<file path="src/design/tae_pkg.sv">
// Shared types and constants for the text art extent measure block.
// No dependencies; every other design file refers to this package by scoped names.
`timescale 1ns / 1ps

package tae_pkg;

    localparam int TEXT_W   = 8;
    localparam int WIDTH_W  = 9;
    localparam int HEIGHT_W = 8;
    localparam int CFG_IDX_W  = 8;
    localparam int CFG_DATA_W = 9;

    // Configuration register indexes
    localparam logic [CFG_IDX_W-1:0] REG_MAX_WIDTH  = 8'd0;
    localparam logic [CFG_IDX_W-1:0] REG_MAX_HEIGHT = 8'd1;

    localparam logic [WIDTH_W-1:0]  RESET_MAX_WIDTH  = 9'd400;
    localparam logic [HEIGHT_W-1:0] RESET_MAX_HEIGHT = 8'd200;

    // Byte codes
    localparam logic [TEXT_W-1:0] ESC_BYTE      = 8'h1b;
    localparam logic [TEXT_W-1:0] CSI_OPEN      = 8'h5b;
    localparam logic [TEXT_W-1:0] LF_BYTE       = 8'h0a;
    localparam logic [TEXT_W-1:0] CR_BYTE       = 8'h0d;
    localparam logic [TEXT_W-1:0] CSI_FINAL_LOW = 8'h40;
    localparam logic [TEXT_W-1:0] CONT_MASK     = 8'hc0;
    localparam logic [TEXT_W-1:0] CONT_BITS     = 8'h80;

    typedef enum logic [2:0] {
        MODE_PLAIN     = 3'b001,
        MODE_AFTER_ESC = 3'b010,
        MODE_IN_CSI    = 3'b100
    } t_scan_mode;

    typedef struct packed {
        logic [TEXT_W-1:0] text_byte;
        logic              end_of_file;
    } t_item;

    typedef struct packed {
        logic [WIDTH_W-1:0]  art_width;
        logic [HEIGHT_W-1:0] art_height;
    } t_result;

endpackage

</file>
<file path="src/design/tae_scan.sv">
// Scan state and per-byte step logic: escape tracking, column/line counting, final clamp.
// Depends on tae_pkg.
`timescale 1ns / 1ps

module tae_scan (
    input  logic                         i_clk,
    input  logic                         i_rst_n,
    input  logic                         i_step,
    input  tae_pkg::t_item               i_item,
    input  logic [tae_pkg::WIDTH_W-1:0]  i_max_width,
    input  logic [tae_pkg::HEIGHT_W-1:0] i_max_height,
    output tae_pkg::t_result             o_result
);

    tae_pkg::t_scan_mode          r_mode,   n_mode;
    logic [tae_pkg::WIDTH_W-1:0]  r_column, n_column;
    logic [tae_pkg::WIDTH_W-1:0]  r_widest, n_widest;
    logic [tae_pkg::HEIGHT_W-1:0] r_lines,  n_lines;
    logic                         r_seen,   n_seen;

    logic [tae_pkg::WIDTH_W-1:0]  wide;
    logic [tae_pkg::HEIGHT_W:0]   rows;
    logic [tae_pkg::TEXT_W-1:0]   c;

    assign c = i_item.text_byte;

    always_comb begin
        n_mode   = r_mode;
        n_column = r_column;
        n_widest = r_widest;
        n_lines  = r_lines;
        n_seen   = r_seen;
        case (r_mode)
            tae_pkg::MODE_AFTER_ESC: begin
                n_mode = (c == tae_pkg::CSI_OPEN) ? tae_pkg::MODE_IN_CSI : tae_pkg::MODE_PLAIN;
            end
            tae_pkg::MODE_IN_CSI: begin
                if (c >= tae_pkg::CSI_FINAL_LOW) begin
                    n_mode = tae_pkg::MODE_PLAIN;
                end
            end
            default: begin
                if (c == tae_pkg::ESC_BYTE) begin
                    n_mode = tae_pkg::MODE_AFTER_ESC;
                end else if (c == tae_pkg::LF_BYTE) begin
                    if (r_lines < i_max_height) begin
                        n_lines = r_lines + 1'b1;
                    end
                    if (r_column > r_widest) begin
                        n_widest = r_column;
                    end
                    n_column = '0;
                end else if (c == tae_pkg::CR_BYTE) begin
                    n_mode = r_mode;
                end else if ((c & tae_pkg::CONT_MASK) != tae_pkg::CONT_BITS) begin
                    if (r_column < i_max_width) begin
                        n_column = r_column + 1'b1;
                    end
                    n_seen = 1'b1;
                end
            end
        endcase
    end

    // Result as seen after this byte; used only when the byte closes the file
    always_comb begin
        wide = (n_column > n_widest) ? n_column : n_widest;
        rows = {1'b0, n_lines};
        if ((n_column != '0) || (n_seen && (n_lines == '0))) begin
            rows = {1'b0, n_lines} + 1'b1;
        end
        if (wide > i_max_width) begin
            wide = i_max_width;
        end
        if (rows > {1'b0, i_max_height}) begin
            rows = {1'b0, i_max_height};
        end
        o_result.art_width  = wide;
        o_result.art_height = rows[tae_pkg::HEIGHT_W-1:0];
    end

    always_ff @(posedge i_clk) begin
        if (!i_rst_n) begin
            r_mode   <= tae_pkg::MODE_PLAIN;
            r_column <= '0;
            r_widest <= '0;
            r_lines  <= '0;
            r_seen   <= 1'b0;
        end else if (i_step) begin
            if (i_item.end_of_file) begin
                r_mode   <= tae_pkg::MODE_PLAIN;
                r_column <= '0;
                r_widest <= '0;
                r_lines  <= '0;
                r_seen   <= 1'b0;
            end else begin
                r_mode   <= n_mode;
                r_column <= n_column;
                r_widest <= n_widest;
                r_lines  <= n_lines;
                r_seen   <= n_seen;
            end
        end
    end

endmodule

</file>
<file path="src/design/tae_out_reg.sv">
// Result register with valid/ready handshake towards the consumer.
// Depends on tae_pkg.
`timescale 1ns / 1ps

module tae_out_reg (
    input  logic             i_clk,
    input  logic             i_rst_n,
    input  logic             i_push,
    input  tae_pkg::t_result i_result,
    output logic             o_free,
    output logic             o_valid,
    input  logic             i_ready,
    output tae_pkg::t_result o_result
);

    logic             r_valid;
    tae_pkg::t_result r_result;

    // Slot is free when empty or being drained this cycle
    assign o_free   = !r_valid || i_ready;
    assign o_valid  = r_valid;
    assign o_result = r_result;

    always_ff @(posedge i_clk) begin
        if (!i_rst_n) begin
            r_valid <= 1'b0;
        end else begin
            r_valid <= i_push || (r_valid && !i_ready);
        end
    end

    always_ff @(posedge i_clk) begin
        if (i_push) begin
            r_result <= i_result;
        end
    end

endmodule

</file>
<file path="src/design/text_art_extent_measure_unit.sv">
// Text art extent measure: an accepted item is held in the input register, and a closing
// item's result is loaded into the result register that drives o_valid. Throughput one item
// per cycle while not stalled; an end-of-file item stalls the input register only while the
// result register is full and not being taken. Synchronous active-low reset clears the scan
// state and pipeline valids and sets max_width to 400 and max_height to 200.
// Depends on tae_pkg, tae_scan and tae_out_reg.
`timescale 1ns / 1ps

module text_art_extent_measure_unit (
    input  logic                           i_clk,
    input  logic                           i_rst_n,
    // byte stream in
    input  logic                           i_valid,
    output logic                           o_ready,
    input  logic [tae_pkg::TEXT_W-1:0]     i_text_byte,
    input  logic                           i_end_of_file,
    // result out
    output logic                           o_valid,
    input  logic                           i_ready,
    output logic [tae_pkg::WIDTH_W-1:0]    o_art_width,
    output logic [tae_pkg::HEIGHT_W-1:0]   o_art_height,
    // configuration writes
    input  logic                           i_cfg_valid,
    output logic                           o_cfg_ready,
    input  logic [tae_pkg::CFG_IDX_W-1:0]  i_cfg_index,
    input  logic [tae_pkg::CFG_DATA_W-1:0] i_cfg_data
);

    // Configuration registers
    logic [tae_pkg::WIDTH_W-1:0]  r_max_width;
    logic [tae_pkg::HEIGHT_W-1:0] r_max_height;

    // Input register stage
    logic           r_s1_valid;
    tae_pkg::t_item r_s1_item;

    logic             s1_advance;
    logic             out_free;
    logic             push;
    tae_pkg::t_result step_result;
    tae_pkg::t_result out_result;

    // Always take configuration writes; out-of-range indexes are dropped
    assign o_cfg_ready = 1'b1;

    always_ff @(posedge i_clk) begin
        if (!i_rst_n) begin
            r_max_width  <= tae_pkg::RESET_MAX_WIDTH;
            r_max_height <= tae_pkg::RESET_MAX_HEIGHT;
        end else if (i_cfg_valid) begin
            case (i_cfg_index)
                tae_pkg::REG_MAX_WIDTH:  r_max_width  <= i_cfg_data;
                tae_pkg::REG_MAX_HEIGHT: r_max_height <= i_cfg_data[tae_pkg::HEIGHT_W-1:0];
                default: ;
            endcase
        end
    end

    // Advance the held item unless it carries a result and the result slot is occupied and not being drained
    assign s1_advance = r_s1_valid && (!r_s1_item.end_of_file || out_free);
    assign push       = s1_advance && r_s1_item.end_of_file;
    assign o_ready    = !r_s1_valid || s1_advance;

    always_ff @(posedge i_clk) begin
        if (!i_rst_n) begin
            r_s1_valid <= 1'b0;
        end else if (o_ready) begin
            r_s1_valid <= i_valid;
        end
    end

    // Load the payload whenever the stage is free to take a new item
    always_ff @(posedge i_clk) begin
        if (o_ready) begin
            r_s1_item.text_byte   <= i_text_byte;
            r_s1_item.end_of_file <= i_end_of_file;
        end
    end

    tae_scan u_scan (
        .i_clk        (i_clk),
        .i_rst_n      (i_rst_n),
        .i_step       (s1_advance),
        .i_item       (r_s1_item),
        .i_max_width  (r_max_width),
        .i_max_height (r_max_height),
        .o_result     (step_result)
    );

    tae_out_reg u_out (
        .i_clk    (i_clk),
        .i_rst_n  (i_rst_n),
        .i_push   (push),
        .i_result (step_result),
        .o_free   (out_free),
        .o_valid  (o_valid),
        .i_ready  (i_ready),
        .o_result (out_result)
    );

    assign o_art_width  = out_result.art_width;
    assign o_art_height = out_result.art_height;

    // A pending end-of-file item must not overwrite an untaken result
    a_no_overwrite: assert property (@(posedge i_clk) disable iff (!i_rst_n)
        (r_s1_valid && r_s1_item.end_of_file && o_valid && !i_ready) |-> !o_ready)
        else $error("result register would be overwritten");

    // A closing item that advances shows its result in the next cycle
    a_result_follows: assert property (@(posedge i_clk) disable iff (!i_rst_n)
        push |=> o_valid)
        else $error("result missing after end of file");

    // Input backpressure only while an item is held
    a_stall_has_item: assert property (@(posedge i_clk) disable iff (!i_rst_n)
        !o_ready |-> (r_s1_valid && r_s1_item.end_of_file))
        else $error("input stalled without a held closing item");

endmodule

</file>
<file path="config.mk">
export PLATFORM = sky130hd
export DESIGN_NAME = text_art_extent_measure_unit
export DESIGN_NICKNAME = d
export VERILOG_FILES = /design/src/design/tae_pkg.sv /design/src/design/tae_scan.sv /design/src/design/tae_out_reg.sv /design/src/design/text_art_extent_measure_unit.sv
export SDC_FILE = /design/constraint.sdc
export NUM_CORES = 1
export LEC_CHECK = 0
export BUFFER_PORTS_ARGS = -buffer_cell sky130_fd_sc_hd__clkbuf_2
export CORE_MARGIN = 2
export CORE_UTILIZATION = 55
export DETAILED_ROUTE_END_ITERATION = 7
export PLACE_DENSITY = 0.75
export SLEW_MARGIN = 20
export SYNTH_ARGS = -nofsm -noshare
export SYNTH_HDL_FRONTEND = slang
export SYNTH_SLANG_ARGS = --single-unit
</file>
<file path="constraint.sdc">
create_clock -name i_clk -period 7.61 [get_ports i_clk]
set_input_delay 1.1415 -clock i_clk [delete_from_list [all_inputs] [get_ports i_clk]]
set_output_delay 1.1415 -clock i_clk [all_outputs]
set_load 0.005 [all_outputs]
</file>
Yosys cells after proc, flatten, opt, wreduce, memory -nomap -nowiden
Index checks and enable logic that the tools add are counted.
Widths: inputs -> output; s select.
- add/subtract/negate cells: 3
- magnitude comparators: 7
- eq/ne operators: 9
- muxes and demuxes: 32
- reduce and logical (&&, ||, !) cells: 21
- operator list (operator ; number):
    $mux 9 ; 15
    $mux 8 ; 6
    $gt 9x9->1 ; 3
    $eq 8x4->1 const B ; 2
    $logic_not 8->1 ; 2
    $mux 3 ; 4
    $add 8x1->9 const B ; 1
    $add 9x1->9 const B ; 1
    $gt 9x8->1 ; 1
    $lt 9x9->1 ; 1
    $reduce_bool 9->1 ; 1
    $add 8x1->8 const B ; 1
    $eq 8x1->1 const B ; 1
    $eq 8x5->1 const B ; 1
    $eq 8x7->1 const B ; 1
    $ge 8x7->1 const B ; 1
    $lt 8x8->1 ; 1
    $mux 1 ; 6
    $pmux 3 s2 ; 1
    $logic_or 1x1->1 ; 5
    $logic_and 1x1->1 ; 4
    $logic_not 1->1 ; 4
    $reduce_and 2->1 ; 2
    $reduce_bool 4->1 ; 1
    6 further kinds ; 6
- bits in registers: 75
- input port bits: 31

Depth between registers and ports, before layout
Gate-level depths: netlist (run 1).
- depth in word-level cells: 12
- mapped depth: 35
- gate-level depth less buffers: 32

Hierarchy
From an unflattened synthesis (run 1), not the netlist that was laid out.
- cells, all modules: 641
- area, all modules: 5566.6 µm²
- by module, submodules not included (module ; times used ; cells an instance ; area each (µm²)):
    tae_scan ; 1 ; 525 ; 3940.0
    text_art_extent_measure_unit ; 1 ; 95 ; 1067.3
    tae_out_reg ; 1 ; 21 ; 559.3

Worst setup path before layout (run 1)
OpenSTA, ideal clock, no wires.
- kind: reg-to-reg
- start point: register u_scan.r_column[1] (netlist bit)
- end point: register u_out.r_result, in the netlist u_out.o_result[10] (data pin)
- setup time: 260 ps
- data arrival time: 5782 ps
- required time: 7350 ps
- setup slack: 1568 ps
- cell stages (with the launch flop): 32
- path buffers: 2
- clock period less this slack: 6042 ps
- cell sequence: dfxtp_1 ha_1 nor2b_1 o21a_1 o21a_1 o21ai_0 nand2_1 a221o_1 nand3_1 mux2i_1 ha_1 nor2b_1 o21a_1 o21a_1 o21ai_0 a21oi_1 o211ai_1 a21oi_1 clkbuf_1 o21ai_0 ha_1 nor2b_1 o21ai_0 nand2b_1 a21oi_1 nor2b_1 o21ai_0 nand2b_1 a21oi_1 o31a_1 buf_1 mux2_2
- RTL lines (item ; line ; RTL):
    start, declared ; tae_scan.sv:16 ; logic [tae_pkg::WIDTH_W-1:0] r_column, n_column;
    start signal, assigned ; tae_scan.sv:98 ; r_column <= n_column;
    end signal, assigned ; tae_out_reg.sv:34 ; r_result <= i_result;
    end, declared ; tae_out_reg.sv:17 ; tae_pkg::t_result r_result;

==> results of run 1 <==
## metal layers
layer | routed length, µm | track usage [%]
met5 | 0 | 0
met4 | 186 | 7.38
met3 | 597 | 3.35
met1 | 5550 | 31.8
met2 | 5510 | 40.4
## state kept, by name (all words and copies together), names as in the netlist
name             flops
r_max_width          9
u_scan.r_seen        1
u_scan.r_mode        3
u_scan.r_column      9
u_scan.r_lines       8
u_scan.r_widest      9
r_s1_item            9
r_max_height         8
u_out.o_valid        1
r_s1_valid           1
u_out.o_result      17
## synthesized netlist by cell type, types with 6 or more instances
cell,n,area share (%)
nand4_1,10,1.2
nor2_1,34,2.4
o21a_1,6,0.85
xor2_1,7,1.2
dfxtp_1,49,18
inv_1,39,2.8
a22oi_1,12,1.7
mux2_2,10,2.1
xnor2_1,15,2.5
nor3_1,11,1.0
o21ai_0,37,3.5
clkbuf_1,15,1.1
nor2b_1,33,3.9
ha_1,54,13
and2_1,10,1.2
mux2_1,6,1.3
o211ai_1,7,0.99
a21oi_1,17,1.6
nand3_1,14,1.3
mux2i_1,27,5.1
nand2_1,50,3.5
edfxtp_1,26,15
## report_power, final
group | internal, mW | total, mW | switching (mW)
sequential | 0.420 | 0.424 | 0.00461
combinational | 0.0230 | 0.0529 | 0.0299
clock | 0.144 | 0.313 | 0.168
## metrics by stage
step,setup slack (ns),cell area [µm²]
after floorplan,1.57,5320
after CTS,0.851,5770
after detailed placement,0.893,5570
final,0.816,5770
after global placement,1.15,5570
after global routing,0.188,5770
## layout make-up
class                   instances  share of cell area (%)
repair buffers                 51                    4.51
multi-input cells             440                    56.2
well taps                     129                    2.80
clock inverters                 6                   0.889
flip-flops and latches         75                    30.5
clock buffers                  10                    2.58
inverters                      39                    2.54
## worst max-delay path by stage
stage | start | end | slack (ns) | cells after the start
after floorplan | u_scan.r_column[1]$_SDFFE_PN0P_ | u_out.o_result[10]$_DFFE_PP_ | 1.57 | 31
after global placement | u_scan.r_column[1]$_SDFFE_PN0P_ | u_out.o_result[9]$_DFFE_PP_ | 1.15 | 30
after detailed placement | u_scan.r_column[1]$_SDFFE_PN0P_ | u_out.o_result[9]$_DFFE_PP_ | 0.89 | 30
after CTS | u_scan.r_column[1]$_SDFFE_PN0P_ | u_out.o_result[9]$_DFFE_PP_ | 0.85 | 30
after global routing | u_scan.r_column[1]$_SDFFE_PN0P_ | u_out.o_result[16]$_DFFE_PP_ | 0.19 | 30
final | u_scan.r_column[1]$_SDFFE_PN0P_ | u_out.o_result[9]$_DFFE_PP_ | 0.82 | 30
## logic make-up (layout without fill, tap and decap cells)
family,count (synthesis),in the layout
and+or+nand+nor,201,201
AOI/OAI and AO/OA,118,118
DFF,75,75
buffers and inverters,66,106
adders and majority gates,54,54
muxes,43,43
xor gates and xnor gates,23,23
other,1,1
## critical path: cells and delay by family (launching register included)
family / cells / cell delay, ns
AND/OR/NAND/NOR: 8 / 1.05
buffers and inverters: 1 / 0.07
multiplexers: 2 / 0.74
adder cells (fa/ha/maj): 3 / 0.86
flip-flops: 1 / 0.49
AO/OA/AOI/OAI: 16 / 3.32
==> impl_metrics.ini, run 1 <==
[sta]
maxSlewViolCount = 0
fin_skew_ns = 0.0111
timing.fmax_ghz = 0.147
tns_ns = 0
hold_ws_ns = 0.490
slew_headroom_pct = 35.7
rsz0062_at_grt = false
min_period_over_period_pct = 89.3
hold_violations = 0
fin_crit_ns = 6.79
setup_violations = 0
tightestPinTransition_ns = 0.962

[worst_hold_path]
hold_path.class = reg -> reg
hold_start = u_scan.r_widest[5]$_SDFFE_PN0P_
min_to = u_scan.r_widest[5]$_SDFFE_PN0P_
hold_depth = 2

[layout]
final_cell_mix = ha_1, nand2_1, clkbuf_2, dfxtp_1, inv_1
multi_input_area_mm2 = 0.00324
layout-drive-gt1-share_pct = 15.0
final_cell_count_no_fill = 750
seqCellArea_mm2 = 0.00176
area_delta_synth_final_pct = 8.57
fill_cells = 805
fin_util_pct = 61.9
insertedDiodeCount = 0
nNetsFinal = 701
final_common_cell = ha_1

[floorplan]
fp.dieW_um = 102
rows = 35
die-area_mm2 = 0.0105
initial_core_util_pct = 57.0
die_h_um = 102
coreArea_mm2 = 0.00933
io_pins = 51

[worst_setup_path]
crit_slowest_cell = a21oi_1
end_kind = flip-flop
required_ns = 7.72
cpMostUsedCell = o21ai_0
worstReg2RegStart = u_scan.r_column[1]$_SDFFE_PN0P_
cp-start-kind = flip-flop
r2r_end = u_out.o_result[9]$_DFFE_PP_
worstPathMaxFanout = 15
crit_arrival_ns = 6.90
critical_path.max_stage_delay_ns = 0.69
r2r_cells = 30
reg2reg_slack_ns = 0.82
crit_type = reg -> reg

[route]
drc = 0
ant_nets = 0
wl_um = 11800
viasPerCell = 5.75
vias = 4312
routedWlPerCell_um = 15.8
first_pass_iters = 5
drtIter0Drc = 211

[logic_synthesis]
synthCells = 581
ys_warn_count = 0
syn_area_mm2 = 0.00532
synth_top_family_by_area = simple AND/OR/NAND/NOR gates
synth_seq_cells = 75
synth_edf_count = 26
synth_compound_area_share_pct = 15.0
async_flop_share_pct = 0
ys_seq_area_share_pct = 33.1
synthMuxAreaShare_pct = 8.47
synth_adder_area_share_pct = 12.7
ys.flop_type = dfxtp_1
yosys.area_share.simple_pct = 20.8
synthesis.nets = 666
syn_avg_cell_area_um2 = 9.15
yosysUniqueCellTypes = 73
synth_xor_area_share_pct = 3.93

[global_routing]
antenna_found_initial = 0
grt-ovfl-total = 0
grt_max_degree = 44
grt_usage_pct = 23.9
grt_pass1_vias = 4068
grt_pass1_wl_um = 19600

[clock_tree]
clock_latency_ns = 0.35
hold_buffers = 0
cts.sinks = 75
cts_tree = built
htreeDepth = 3
ctsRootBufferMaster = clkbuf_8
path_clk_slew_ns = 0.09
clockBufferDepth = 2
cts_buffers = 9
cts_resized = 0
cts_setup_buffers = 0

[placement]
portBuffers = 49
globalplace.congestion = 0.904
dp_hpwl_um = 9130
numPlacedInstances = 734

[pwr]
power_density_mw_per_mm2 = 137
totalPowerFinal_mw = 0.790
leakage_nw = 2.41
max-vdd-ir-drop_v = 0.0000889

[run]
drv_cap = 0

[outcome]
outcome = finished, final reports clean
No activity file was read; power rests on OpenSTA's default activity.
==> inputs of run 2 (changes only) <==
clock period = 7.93 ns   (was 7.61 ns; I/O delays follow)
==> impl_metrics.ini, run 2 (same netlist as run 1, synthesis figures left out) <==
[outcome]
outcome = finished, final reports clean

[worst_hold_path]
hold_path.class = reg -> reg
min_to = u_scan.r_widest[1]$_SDFFE_PN0P_
hold_depth = 2
hold_start = u_scan.r_widest[1]$_SDFFE_PN0P_

[global_routing]
grt_pass1_wl_um = 19800
grt_busiest_layer = met2
use_met1_pct = 32.2
use_met3_pct = 3.90
grt-ovfl-total = 0
antenna_found_initial = 0
grt_max_degree = 44
grt_pass1_vias = 4160
grt_usage_pct = 24.1
met2_usage_pct = 39.6

[placement]
post_dp_cell_area_mm2 = 0.00557
globalplace.congestion = 0.910
dp_hpwl_um = 9160
portBuffers = 49

[pwr]
power_density_mw_per_mm2 = 127
totalPowerFinal_mw = 0.730
leakage_nw = 2.40
max-vdd-ir-drop_v = 0.0000937

[layout]
nNetsFinal = 701
insertedDiodeCount = 0
final_common_cell = ha_1
largest_register_ffs = 17
design_area_mm2 = 0.00575
area_delta_synth_final_pct = 8.17
layout-drive-gt1-share_pct = 14.8
final_cell_mix = ha_1, nand2_1, clkbuf_2, dfxtp_1, inv_1

[worst_setup_path]
worstPathMaxFanout = 15
end_kind = flip-flop
reg2reg_slack_ns = 1.03
critical_path.max_stage_delay_ns = 0.73
required_ns = 8.03
r2r_cells = 30
crit_type = reg -> reg
cp-start-kind = flip-flop
r2r_end = u_out.o_result[9]$_DFFE_PP_
crit_slowest_cell = a21oi_1
worstReg2RegStart = u_scan.r_column[1]$_SDFFE_PN0P_
crit_arrival_ns = 7.00
cpMostUsedCell = o21ai_0

[sta]
slew_headroom_pct = 34.5
min_period_over_period_pct = 87.1
timing.fmax_ghz = 0.145
tightestPinTransition_ns = 0.978
maxSlewViolCount = 0
hold_violations = 0
fin_crit_ns = 6.90
fin_skew_ns = 0.0141
setup_violations = 0
rsz0062_at_grt = false
tns_ns = 0

[clock_tree]
cts_setup_buffers = 0
path_clk_slew_ns = 0.08
cts_resized = 0
hold_buffers = 0
htreeDepth = 3
cts_buffers = 9
ctsRootBufferMaster = clkbuf_8
cts.sinks = 75
cts_tree = built
clock_latency_ns = 0.34
clockBufferDepth = 2

[route]
first_pass_iters = 4
wl_um = 11900
vias = 4301
ant_nets = 0
drc = 0
routedWlPerCell_um = 15.9
drtIter0Drc = 287
viasPerCell = 5.73

[floorplan]
fp.dieW_um = 102
initial_core_util_pct = 57.0
die-area_mm2 = 0.0105
rows = 35
coreArea_mm2 = 0.00933
die_h_um = 102
io_pins = 51

[run]
drv_cap = 0
## run 2: layout make-up
type / instances / area [µm²]
multi-input combinational: 440 / 3240
inverter: 39 / 146
timing repair buffer: 51 / 260
clock buffer: 11 / 141
fill: 794 / 3580
clock inverter: 5 / 37.5
tap: 129 / 161
sequential: 75 / 1760
## run 2: worst max-delay path by stage
stage                                     from                           end  slack (ns)  cells past startpoint
5_1_grt        u_scan.r_column[1]$_SDFFE_PN0P_  u_out.o_result[12]$_DFFE_PP_        0.48                     30
3_5_place_dp   u_scan.r_column[1]$_SDFFE_PN0P_   u_out.o_result[9]$_DFFE_PP_        1.18                     30
4_1_cts        u_scan.r_column[1]$_SDFFE_PN0P_   u_out.o_result[9]$_DFFE_PP_        1.14                     30
2_1_floorplan  u_scan.r_column[1]$_SDFFE_PN0P_  u_out.o_result[10]$_DFFE_PP_        1.89                     31
6_report       u_scan.r_column[1]$_SDFFE_PN0P_   u_out.o_result[9]$_DFFE_PP_        1.03                     30
3_3_place_gp   u_scan.r_column[1]$_SDFFE_PN0P_   u_out.o_result[9]$_DFFE_PP_        1.46                     30
## run 2: metrics by stage
step	std cells	hold slack, ns	setup WS, ns	utilization, %
floorplan	581	0.447	1.89	-
global placement	734	0.466	1.46	59.7
detailed placement	734	0.475	1.18	59.7
CTS	750	0.491	1.14	61.6
global route	750	0.512	0.477	61.6
finish	750	0.489	1.03	61.6
## run 2: worst max-delay path: cells and delay by family (launching register included)
family                   cells  cell delay, ns
buffers and inverters        1            0.08
adder cells (fa/ha/maj)      3            0.87
flip-flops                   1            0.49
AO/OA/AOI/OAI               16            3.47
multiplexers                 2            0.72
AND/OR/NAND/NOR              8            1.01
## run 2: power by group
group	internal (mW)	switching [mW]	leakage, nW
clock	0.123	0.148	0.0859
combinational	0.0221	0.0294	1.66
sequential	0.403	0.00430	0.651
## run 2: per-layer routing
metal / vias to the layer above / part of all wire (%)
met5: - / 0
met4: 0 / 2.4
met3: 24 / 5.7
met2: 153 / 46
met1: 1966 / 46
li1: 2158 / -
==> inputs of run 3 (changes only) <==
ABC_AREA = 0   (was unset)
CTS_BUF_LIST = sky130_fd_sc_hd__clkbuf_2   (was unset)
TNS_END_PERCENT = 30   (was unset)
==> impl_metrics.ini, run 3 (same netlist as run 1, synthesis figures left out) <==
[global_routing]
antenna_found_initial = 0
grt-ovfl-total = 0
grt_max_degree = 44
grt_usage_pct = 24.1
grt_pass1_wl_um = 19700
grt_pass1_vias = 4173

[layout]
final_common_cell = clkbuf_2
final_cell_count_no_fill = 750
fill_cells = 803
multi_input_area_mm2 = 0.00324
largest_register_ffs = 17
nNetsFinal = 701
design_area_mm2 = 0.00566
insertedDiodeCount = 0
seqCellArea_mm2 = 0.00176
layout-drive-gt1-share_pct = 14.8
final_cell_mix = clkbuf_2, ha_1, nand2_1, dfxtp_1, inv_1
area_delta_synth_final_pct = 6.52

[worst_setup_path]
worstPathMaxFanout = 15
crit_slowest_cell = a21oi_1
required_ns = 8.24
cp-start-kind = flip-flop
worst-path-buf-inv = 1
critical_path.max_stage_delay_ns = 0.73
cpMostUsedCell = o21ai_0
crit_family = compound AO/OA/AOI/OAI gates
crit_type = reg -> reg
reg2reg_slack_ns = 1.07
crit_arrival_ns = 7.17
end_kind = flip-flop

[floorplan]
io_pins = 51
initial_core_util_pct = 57.0
die_h_um = 102
rows = 35
coreArea_mm2 = 0.00933
fp.dieW_um = 102
die-area_mm2 = 0.0105

[route]
viasPerCell = 5.80
routedWlPerCell_um = 15.8
drtIter0Drc = 283
drc = 0
ant_nets = 0
wl_um = 11900
vias = 4348
first_pass_iters = 5

[clock_tree]
ctsRootBufferMaster = clkbuf_2
hold_buffers = 0
clockBufferDepth = 2
path_clk_slew_ns = 0.23
clock_latency_ns = 0.52
cts_setup_buffers = 0
cts_resized = 0
cts_buffers = 9
cts.sinks = 75
htreeDepth = 3
cts_tree = built

[sta]
rsz0062_at_grt = false
timing.fmax_ghz = 0.146
slew_headroom_pct = 36.0
tightestPinTransition_ns = 0.956
min_period_over_period_pct = 86.5
hold_violations = 0
fin_ws_ns = 1.07
fin_skew_ns = 0.0380
fin_crit_ns = 6.86
maxSlewViolCount = 0
setup_violations = 0
tns_ns = 0

[pwr]
power_density_mw_per_mm2 = 114
max-vdd-ir-drop_v = 0.0000850
leakage_nw = 2.37

[placement]
dp_hpwl_um = 9160
numPlacedInstances = 734
post_dp_cell_area_mm2 = 0.00557
portBuffers = 49
dp_slack_ns = 1.18
globalplace.congestion = 0.910

[run]
drv_cap = 0

[worst_hold_path]
hold_path.class = reg -> reg

[outcome]
outcome = finished, final reports clean
==> run 3: worst paths after layout <==
check,from,end,cells past startpoint
max,u_scan.r_column[1]$_SDFFE_PN0P_,u_out.o_result[9]$_DFFE_PP_,30
min,u_scan.r_widest[1]$_SDFFE_PN0P_,u_scan.r_widest[1]$_SDFFE_PN0P_,2
max reg2reg,u_scan.r_column[1]$_SDFFE_PN0P_,u_out.o_result[9]$_DFFE_PP_,30
min reg2reg,u_scan.r_widest[1]$_SDFFE_PN0P_,u_scan.r_widest[1]$_SDFFE_PN0P_,2
==> run 3: worst register-to-register path, delay by kind of cell (launching register included) <==
family,cells,cell delay [ns]
adder cells (fa/ha/maj),3,0.88
AO/OA/AOI/OAI,16,3.42
AND/OR/NAND/NOR,8,1.01
flip-flops,1,0.53
multiplexers,2,0.72
buffers and inverters,1,0.08
==> run 3: layer usage <==
layer | routed length [µm] | vias up | GRT usage (%)
met5 | 0 | - | 0
met4 | 262 | 0 | 8.41
met1 | 5430 | 1996 | 32.0
li1 | - | 2161 | -
met3 | 721 | 31 | 3.69
met2 | 5450 | 160 | 40.0
==> run 3: where the power goes <==
part	internal [mW]	switching [mW]
sequential	0.404	0.00433
clock	0.0425	0.143
combinational	0.0221	0.0294
==> run 3: final cells by class <==
| class | count | share of cell area, % |
|---|---|---|
| Clock inverter | 6 | 0.729 |
| Sequential cell | 75 | 31.1 |
| Inverter | 39 | 2.59 |
| Timing Repair Buffer | 51 | 4.60 |
| Clock buffer | 10 | 0.884 |
| Multi-Input combinational cell | 440 | 57.2 |
| Tap cell | 129 | 2.85 |
==> run 3: per-stage QoR <==
step	power [mW]	utilization, %	hold slack, ns
3_3_place_gp	0.465	59.7	0.466
2_1_floorplan	0.448	-	0.447
6_report	0.645	60.7	0.501
3_5_place_dp	0.467	59.7	0.475
4_1_cts	0.649	60.7	0.503
5_1_grt	0.668	60.7	0.525
